<file path="src/sv/kmd_pkg.sv">
package kmd_pkg;

	localparam int unsigned MATRIX_W = 16;
	localparam int unsigned KEY_W    = 7;
	localparam int unsigned COUNT_W  = 4;

	localparam logic [KEY_W-1:0]   NONE_KEY  = 7'h5A;
	localparam logic [COUNT_W-1:0] COUNT_MAX = 4'd15;
	localparam logic [COUNT_W-1:0] CONFIRM_RESET = 4'd2;

	// ASCII legend in row-major order: 1 2 3 A / 4 5 6 B / 7 8 9 C / * 0 # D
	localparam logic [KEY_W-1:0] LEGEND [MATRIX_W] = '{
		7'h31, 7'h32, 7'h33, 7'h41,
		7'h34, 7'h35, 7'h36, 7'h42,
		7'h37, 7'h38, 7'h39, 7'h43,
		7'h2A, 7'h30, 7'h23, 7'h44
	};

	// Decoded scan handed to the debounce logic
	typedef struct packed {
		logic             contact;
		logic [KEY_W-1:0] key;
	} kmd_scan_t;

	// One result item
	typedef struct packed {
		logic [KEY_W-1:0] latched_key;
		logic             key_typed;
		logic             any_contact;
	} kmd_result_t;

endpackage

</file>
<file path="src/sv/kmd_scan_if.sv">
interface kmd_scan_if;
	import kmd_pkg::*;

	logic                valid;
	logic                ready;
	logic [MATRIX_W-1:0] contact_matrix;

	modport source (output valid, output contact_matrix, input ready);
	modport sink (input valid, input contact_matrix, output ready);

endinterface

</file>
<file path="src/sv/kmd_result_if.sv">
interface kmd_result_if;
	import kmd_pkg::*;

	logic             valid;
	logic             ready;
	logic [KEY_W-1:0] latched_key;
	logic             key_typed;
	logic             any_contact;

	modport source (output valid, output latched_key, output key_typed, output any_contact,
		input ready);
	modport sink (input valid, input latched_key, input key_typed, input any_contact,
		output ready);

endinterface

</file>
<file path="src/sv/kmd_decode.sv">
module kmd_decode (
	input  logic [kmd_pkg::MATRIX_W-1:0] matrix,
	output kmd_pkg::kmd_scan_t           scan
);
	import kmd_pkg::*;

	logic [$clog2(MATRIX_W)-1:0] pos;

	// Find the lowest closed contact; scan from the top so the lowest wins
	always_comb begin
		pos = '1;
		for (int i = MATRIX_W - 1; i >= 0; i--) begin
			if (matrix[i]) begin
				pos = ($clog2(MATRIX_W))'(i);
			end
		end
	end

	// Map position to legend
	always_comb begin
		scan.contact = |matrix;
		scan.key     = LEGEND[pos];
	end

endmodule

</file>
<file path="src/sv/kmd_debounce.sv">
module kmd_debounce (
	input  logic                        clk,
	input  logic                        arst_n,
	input  logic                        advance,
	input  logic [kmd_pkg::COUNT_W-1:0] confirm_scans,
	input  kmd_pkg::kmd_scan_t          scan,
	output kmd_pkg::kmd_result_t        result
);
	import kmd_pkg::*;

	logic [KEY_W-1:0]   cand_q;
	logic [KEY_W-1:0]   acc_q;
	logic [COUNT_W-1:0] cnt_q;

	logic [COUNT_W:0]   limit_wide;
	logic [COUNT_W-1:0] limit;
	logic [COUNT_W-1:0] cnt_nxt;
	logic [KEY_W-1:0]   cand_nxt;
	logic               typed;

	// Saturation limit: confirm_scans + 1, capped at the counter maximum
	assign limit_wide = {1'b0, confirm_scans} + (COUNT_W+1)'(1);
	assign limit      = (limit_wide > {1'b0, COUNT_MAX}) ? COUNT_MAX : limit_wide[COUNT_W-1:0];

	// Next candidate and count
	always_comb begin
		cnt_nxt  = cnt_q;
		cand_nxt = cand_q;
		if (!scan.contact) begin
			cnt_nxt  = '0;
			cand_nxt = NONE_KEY;
		end else if (scan.key == cand_q) begin
			if (cnt_q < limit) begin
				cnt_nxt = cnt_q + COUNT_W'(1);
			end
		end else begin
			cnt_nxt  = COUNT_W'(1);
			cand_nxt = scan.key;
		end
	end

	assign typed = scan.contact && (cnt_nxt == confirm_scans);

	// Result seen by the output register
	always_comb begin
		result.latched_key = typed ? scan.key : acc_q;
		result.key_typed   = typed;
		result.any_contact = scan.contact;
	end

	// Advance state once per item
	always_ff @(posedge clk or negedge arst_n) begin
		if (!arst_n) begin
			cand_q <= NONE_KEY;
			cnt_q  <= '0;
			acc_q  <= NONE_KEY;
		end else if (advance) begin
			cand_q <= cand_nxt;
			cnt_q  <= cnt_nxt;
			if (typed) begin
				acc_q <= scan.key;
			end
		end
	end

endmodule

</file>
<file path="src/sv/keypad_matrix_debounce.sv">
// 4x4 keypad scan debouncer.
// scan (valid/ready) carries one full contact snapshot per item, bit row*4+col.
// result (valid/ready) carries one item per scan: latched_key (ASCII of the last
// accepted key, 'Z' before any), key_typed (key accepted on this scan) and
// any_contact. cfg_we/cfg_wdata write confirm_scans, the number of identical
// scans needed to accept a key; write it only while no scan is in flight.
// A scan accepted into the input register is decoded and debounced
// combinationally, and the result register captures it when the pipe advances.
// Throughput: one scan per cycle while result is not stalled; the input register
// and the result register form a two-stage pipeline whose only loop is the state update.
// When result is stalled the result register holds, the input register keeps
// one more scan, and scan.ready drops only when both are full.
// Reset clears both pipeline stages, sets candidate and latched key to 'Z',
// the stability count to zero and confirm_scans to 2.
module keypad_matrix_debounce (
	input  logic                        clk,
	input  logic                        arst_n,
	input  logic                        cfg_we,
	input  logic [kmd_pkg::COUNT_W-1:0] cfg_wdata,
	kmd_scan_if.sink                    scan,
	kmd_result_if.source                result
);
	import kmd_pkg::*;

	logic [COUNT_W-1:0]  confirm_q;
	logic                vld_s1;
	logic [MATRIX_W-1:0] matrix_s1;
	logic                vld_s2;
	kmd_result_t         res_s2;

	kmd_scan_t           dec;
	kmd_result_t         res_nxt;
	logic                advance;
	logic                take;

	// Configuration register
	always_ff @(posedge clk or negedge arst_n) begin
		if (!arst_n) begin
			confirm_q <= CONFIRM_RESET;
		end else if (cfg_we) begin
			confirm_q <= cfg_wdata;
		end
	end

	// Pipeline handshake
	assign advance    = vld_s1 && (!vld_s2 || result.ready);
	assign scan.ready = !vld_s1 || advance;
	assign take       = scan.valid && scan.ready;

	// Input register
	always_ff @(posedge clk or negedge arst_n) begin
		if (!arst_n) begin
			vld_s1 <= 1'b0;
		end else if (scan.ready) begin
			vld_s1 <= scan.valid;
		end
	end

	always_ff @(posedge clk) begin
		if (take) begin
			matrix_s1 <= scan.contact_matrix;
		end
	end

	kmd_decode u_decode (
		.matrix (matrix_s1),
		.scan   (dec)
	);

	kmd_debounce u_debounce (
		.clk           (clk),
		.arst_n        (arst_n),
		.advance       (advance),
		.confirm_scans (confirm_q),
		.scan          (dec),
		.result        (res_nxt)
	);

	// Result register
	always_ff @(posedge clk or negedge arst_n) begin
		if (!arst_n) begin
			vld_s2 <= 1'b0;
		end else if (!vld_s2 || result.ready) begin
			vld_s2 <= vld_s1;
		end
	end

	always_ff @(posedge clk) begin
		if (advance) begin
			res_s2 <= res_nxt;
		end
	end

	assign result.valid       = vld_s2;
	assign result.latched_key = res_s2.latched_key;
	assign result.key_typed   = res_s2.key_typed;
	assign result.any_contact = res_s2.any_contact;

	// A typed key needs a closed contact
	a_typed_contact: assert property (@(posedge clk) disable iff (!arst_n)
		(vld_s2 && res_s2.key_typed) |-> res_s2.any_contact)
		else $error("key typed without contact");

	// A typed key is always a real legend, never the none marker
	a_typed_key: assert property (@(posedge clk) disable iff (!arst_n)
		(vld_s2 && res_s2.key_typed) |-> (res_s2.latched_key != NONE_KEY))
		else $error("typed key is the none marker");

	// Input stalls only when both stages are full and the output is stalled
	a_stall_cause: assert property (@(posedge clk) disable iff (!arst_n)
		!scan.ready |-> (vld_s1 && vld_s2 && !result.ready))
		else $error("input stalled without a full pipeline");

endmodule

</file>
<file path="src/flat_wrapper.sv">
// flat-port wrapper written by rule: the top's interface ports become plain ports
module keypad_matrix_debounce_flat import kmd_pkg::*;
  (clk, arst_n, cfg_we, cfg_wdata, scan_valid, scan_contact_matrix, scan_ready, result_valid, result_latched_key, result_key_typed, result_any_contact, result_ready);
  kmd_scan_if scan_i ();
  kmd_result_if result_i ();
  input  logic clk;
  input  logic arst_n;
  input  logic cfg_we;
  input  logic [kmd_pkg::COUNT_W-1:0] cfg_wdata;
  input wire logic [$bits(scan_i.valid)-1:0] scan_valid;
  input wire logic [$bits(scan_i.contact_matrix)-1:0] scan_contact_matrix;
  output wire logic [$bits(scan_i.ready)-1:0] scan_ready;
  output wire logic [$bits(result_i.valid)-1:0] result_valid;
  output wire logic [$bits(result_i.latched_key)-1:0] result_latched_key;
  output wire logic [$bits(result_i.key_typed)-1:0] result_key_typed;
  output wire logic [$bits(result_i.any_contact)-1:0] result_any_contact;
  input wire logic [$bits(result_i.ready)-1:0] result_ready;
  assign scan_i.valid = scan_valid;
  assign scan_i.contact_matrix = scan_contact_matrix;
  assign scan_ready = scan_i.ready;
  assign result_valid = result_i.valid;
  assign result_latched_key = result_i.latched_key;
  assign result_key_typed = result_i.key_typed;
  assign result_any_contact = result_i.any_contact;
  assign result_i.ready = result_ready;
  keypad_matrix_debounce u_core (.clk(clk), .arst_n(arst_n), .cfg_we(cfg_we), .cfg_wdata(cfg_wdata), .scan(scan_i), .result(result_i));
endmodule
</file>
<file path="config.mk">
export PLATFORM = sky130hd
export DESIGN_NAME = keypad_matrix_debounce_flat
export DESIGN_NICKNAME = d
export VERILOG_FILES = /design/src/sv/kmd_pkg.sv /design/src/sv/kmd_scan_if.sv /design/src/sv/kmd_result_if.sv /design/src/sv/kmd_decode.sv /design/src/sv/kmd_debounce.sv /design/src/sv/keypad_matrix_debounce.sv /design/src/flat_wrapper.sv
export SDC_FILE = /design/constraint.sdc
export NUM_CORES = 1
export LEC_CHECK = 0
export BUFFER_PORTS_ARGS = -buffer_cell sky130_fd_sc_hd__buf_2
export CAP_MARGIN = 10
export CORE_MARGIN = 2
export CORE_UTILIZATION = 32
export DETAILED_ROUTE_END_ITERATION = 8
export MAX_ROUTING_LAYER = met4
export PLACE_DENSITY = 0.61
export SLEW_MARGIN = 25
export SYNTH_ARGS = -nofsm -noshare
export SYNTH_HDL_FRONTEND = slang
export SYNTH_HIERARCHICAL = 1
export SYNTH_SLANG_ARGS = --single-unit
export TNS_END_PERCENT = 30
</file>
<file path="constraint.sdc">
create_clock -name clk -period 6.05 [get_ports clk]
set_input_delay 0.605 -clock clk [delete_from_list [all_inputs] [get_ports clk]]
set_output_delay 0.605 -clock clk [all_outputs]
set_load 0.02 [all_outputs]
</file>
-- After elaboration in Yosys (flattened, before gate mapping)
Memory sizes are Yosys's and may differ from the RTL's.
Index checks and enable logic that the tools add are counted.
- muxes and demuxes: 24
- eq/ne operators: 3
- $add $sub $neg: 2
- reduce and logical (&&, ||, !) cells: 9
- order comparisons: 3
- bitwise operators: 1
- operators by type and width (operator ; number):
    two-way mux 4 bit ; 18
    two-way mux 7 bit ; 5
    OR reduction 16 bit ; 1
    == test 7 bit ; 1
    adder 4 x 1 -> 5 bit (second input constant) ; 1
    greater-or-equal comparator 5 bit (second input constant) ; 1
    greater-than comparator 5 x 4 -> 1 bit (second input constant) ; 1
    NOT 4 -> 5 bit ; 1
    adder 4 x 1 -> 4 bit (second input constant) ; 1
    == test 4 bit ; 1
    less-than comparator 4 bit ; 1
    logical AND 1 bit ; 3
    zero test 1 bit ; 2
    logical OR 1 bit ; 2
    inequality test 2 bit (second input constant) ; 1
    AND reduction 2 bit ; 1
    two-way mux 1 bit ; 1
- bits of input ports: 25
- memories kept: 1
- memory bits (read-only): 112
- flip-flop bits (word level): 49
- logic and storage cells: 53
- output and inout bits: 11
- memory list (name ; words ; bits a word ; rd ports ; clocked after Yosys merged registers in ; wr ports ; RTL line ; RTL):
    (name not given) ; 16 ; 7 ; 1 ; 0 ; 0 ; kmd_decode.sv:22 ; scan.key = LEGEND[pos];

-- Depth between registers and ports, before layout
- word-level depth: 25
- gate-level depth with buffers: 19
- gate-level depth less buffers: 16

-- Modules after synthesis
Netlist, hierarchy kept.
- by module, submodules not included (module ; instances ; area an instance (um^2) ; seq. area each (um^2) ; cells an instance):
    kmd_debounce ; 1 ; 1569.0 ; 460.4 ; 160
    keypad_matrix_debounce ; 1 ; 998.5 ; 902.1 ; 41
    kmd_decode ; 1 ; 386.6 ; 0.0 ; 52

-- Least setup slack after synthesis
No wires, ideal clock.
- path type: reg2reg
- start: register u_core.matrix_s1[10]
- end: register u_core.res_s2 (netlist bit u_core/result.latched_key[0]) (data pin)
- period minus slack after synthesis: 4309 ps
- path slack: 1741 ps
- library setup time: 260 ps
- data required time: 5790 ps
- path buffers: 2
- cell stages (with the launch flop): 17
- data arrival time: 4048 ps
- cell sequence: edfxtp_1 -> o31a_1 -> o41ai_1 -> inv_1 -> ha_1 -> mux2_4 -> nand2_1 -> o31ai_1 -> xor2_1 -> nor4_1 -> and3_1 -> buf_4 -> nand2_1 -> o21ai_0 -> a211o_1 -> buf_6 -> mux2_4
- RTL lines (what ; RTL line ; RTL):
    from (decl) ; keypad_matrix_debounce.sv:27 ; logic [MATRIX_W-1:0] matrix_s1;
    from (signal assigned) ; keypad_matrix_debounce.sv:61 ; matrix_s1 <= scan.contact_matrix;
    to (signal assigned) ; keypad_matrix_debounce.sv:90 ; res_s2 <= res_nxt;
    to (decl) ; keypad_matrix_debounce.sv:29 ; kmd_result_t res_s2;

==> summary.txt <==
GR Overflow Total: 0
Most frequent cells in the layout: 35 x buf_2, 25 x edfxtp_1, 15 x dfrtp_1, 15 x inv_1, 15 x nor2_1
R2r worst-path depth: 12
Hold slack final: 267 ps
DP HPWL: 4.09 mm
Final worst-path cycle share: 81.7%
Syn_area_per_cell: 11.7 um2
Starting Density: 32.4%
Top_reg_cell synth: edfxtp_1
CTS root buf: clkbuf_8
# port buffers: 35
CP Data Arrival Time: 5010 ps
Tmin final: 4940 ps
Least-Margin Pin Slew: 885 ps
Pleak: 1.36 nW
Sequential fraction of the synthesis area: 46.1%
Cells after Synth: 253
Reg2reg end: u_core/result.latched_key[1]
Initial antenna violation count: 0
Final setup violation count: 0
Min-Delay Path Class: input port to async pin
PwrDens: 260 nW/um2
Slowest cell on crit path: o41ai_1
Core area: 9110 um2
Post CTS Setup Buffer Count: 0
DRC violation count after routing: 0
Status: finished, final reports clean
Clock tree buffer depth: 2
CP peak stage delay: 710 ps
Seq pwr share: 52.1%
Post-synth EDFFs: 25
Switching power: 0.258 mW
Clk_lat worst skew: 300 ps
Post-Route WL: 5.47 mm
P_int: 0.594 mW
Clock power frac: 23.0%
Commonest non-fill, non-tap cell in the layout: buf_2
Async SR Flop Fraction: 49.0%
Largest net degree at the start of global routing: 25
Reg2reg setup slack: 1110 ps
CTS Buf Count: 5
Clock slew at reported path FFs: 90 ps
FMAX: 0.202 GHz
Top cell type's share of synthesized area: 25.4%
Worst slew margin: 41.0%
CTS Hold Buffers Added: 0
CTS sink count: 49
Final Hold Vio Count: 0
First-pass GRT wire length: 9.24 mm
Switching part of the total power: 30.2%
Yosys cell types: 67
Routed len/inst: 13.8 um
Setup Crit Path Kind: flop to flop
Setup_tns: 0 ps
CP required: 6110 ps
Max Slew Vio Count: 0
Worst path top cell family by delay: compound AO/OA/AOI/OAI gates
Startpoint types: flop
Vias per inst: 4.96
Resize count post-CTS: 0
Die span in y: 100 um
Die ar.: 10000 um2
CP bufs+invs: 1
Max-cap violations: 0
Clock skew: 4.57 ps
Vias in the first global route: 1941
Global placer's final weighted congestion: 0.845
Syn. warnings: 6
IO Pins: 36
Initial DRC count: 101
Worst Setup End Kind: flop
DR vias: 1968
Area growth from synthesis to layout: 10.9%
RR Startpoint: u_core/matrix_s1[10]
H-tree depth: 2
Worst path cell trace: o31a_1 -> o41ai_1 -> inv_1 -> ha_1 -> o31ai_1 -> xor2_1 -> nor4_1 -> and3_1 -> nand2_1 -> o21ai_0 -> a211o_1 -> mux2_4
Synth Net Count: 290
Leading area contributor after synthesis: edfxtp_1
Final net count: 322
Ant. Diodes: 0
Peak fanout along the critical path: 8
Layout cells sized above 1: 30.8%
Num rows: 35
Comb power frac: 24.9%
Post-DRT Antenna Nets: 0
Peak supply drop: 0.104 mV
Post-synthesis register bit count: 49
Total track usage: 11.9%
TritonRoute pass-1 iters: 4
RSZ-0062 raised after global routing: no
Mapped Area: 2950 um2
Synth area leaders: edfxtp_1 25%, dfrtp_1 13%, dfstp_2 8.0%
CTS tree: built
Chip Width: 100 um
-- stage by stage --
stage / instances / util (%) / setup slack [ps] / power (mW) / area (um2)
after global placement: 389 / 35.0 / 1240 / 0.658 / 3190
after detailed placement: 389 / 35.0 / 1090 / 0.664 / 3190
after CTS: 397 / 36.0 / 1050 / 0.865 / 3280
final: 397 / 36.0 / 1110 / 0.852 / 3280
after floorplan: 253 / - / 1740 / 0.613 / 2950
after global routing: 397 / 36.0 / 542 / 0.904 / 3280
-- flip-flops by register name, indices dropped and copies added, names as in the netlist --
register / count
u_core/confirm_q: 4
u_core/u_debounce/cnt_q: 4
u_core/vld_s1: 1
u_core/result.latched_key: 7
u_core/result.any_contact: 1
u_core/result.key_typed: 1
u_core/u_debounce/acc_q: 7
u_core/u_debounce/cand_q: 7
u_core/matrix_s1: 16
u_core/result.valid: 1
-- synthesized netlist by cell type (4+ instances only) --
master    instances
xor2_1            7
nor3_1            5
o21ai_0          12
and2_1            4
nand2_1          14
nand2b_1          5
inv_1            15
nor2_1           15
nand3_1           7
nor4_1            4
xnor2_1           4
a21oi_1           4
edfxtp_1         25
dfrtp_1          15
mux2_2           11
dfstp_2           9
mux2_4            8
mux2i_1           4
ha_1             12
o211ai_1          5
-- how the worst max path moves through the flow --
stage                               from                            to  slack [ps]  cells past startpoint
floorplan           u_core/matrix_s1[10]  u_core/result.latched_key[0]        1740                     16
global placement    u_core/matrix_s1[10]  u_core/result.latched_key[1]        1240                     12
detailed placement  u_core/matrix_s1[10]  u_core/result.latched_key[1]        1090                     12
CTS                 u_core/matrix_s1[10]  u_core/result.latched_key[1]        1050                     12
global route        u_core/matrix_s1[10]  u_core/result.latched_key[1]         540                     12
finish              u_core/matrix_s1[10]  u_core/result.latched_key[1]        1110                     12
-- kinds of logic (layout without fill, tap and decap cells) --
logic type	Yosys count	count (layout)	synth area share (%)
AO/OA/AOI/OAI	54	54	14.9
XOR/XNOR	11	11	3.26
adder cells (fa/ha/maj)	12	12	5.08
buffers and inverters	25	58	4.62
flip-flops	49	49	46.1
multiplexers	23	23	9.61
AND/OR/NAND/NOR	79	79	16.4
-- power by group through the flow --
stage / sequential, mW / clock (mW) / combinational, mW
6_report: 0.444 / 0.196 / 0.212
5_1_grt: 0.451 / 0.218 / 0.234
4_1_cts: 0.444 / 0.207 / 0.214
3_5_place_dp: 0.451 / 0 / 0.213
3_3_place_gp: 0.450 / 0 / 0.208
2_1_floorplan: 0.452 / 0 / 0.161
-- worst reg2reg max path, delay by kind of cell (launching register included) --
family,cells,cell delay (ps)
AO/OA/AOI/OAI,5,2460
adder cells (fa/ha/maj),1,310
multiplexers,1,350
buffers and inverters,1,190
flip-flops,1,430
XOR/XNOR,1,130
AND/OR/NAND/NOR,3,830
-- per-layer routing --
| metal | up-vias | routed length (um) | share of wire, % | track usage (%) |
|---|---|---|---|---|
| met3 | 5 | 274 | 5.0 | 2.30 |
| li1 | 998 | - | - | - |
| met5 | - | 0 | 0 | - |
| met4 | 0 | 80 | 1.5 | 5.06 |
| met2 | 45 | 2460 | 45 | 17.7 |
| met1 | 920 | 2650 | 49 | 16.0 |
-- cell type report --
type | count | area [um2]
fillers | 920 | 5830
multi-input cells | 179 | 1460
flip-flops and latches | 49 | 1360
repair buffers | 35 | 175
well taps | 111 | 139
clock buffers | 5 | 68.8
inverters | 15 | 56.3
clock inverters | 3 | 20.0
No activity file was read; power rests on OpenSTA's default activity.
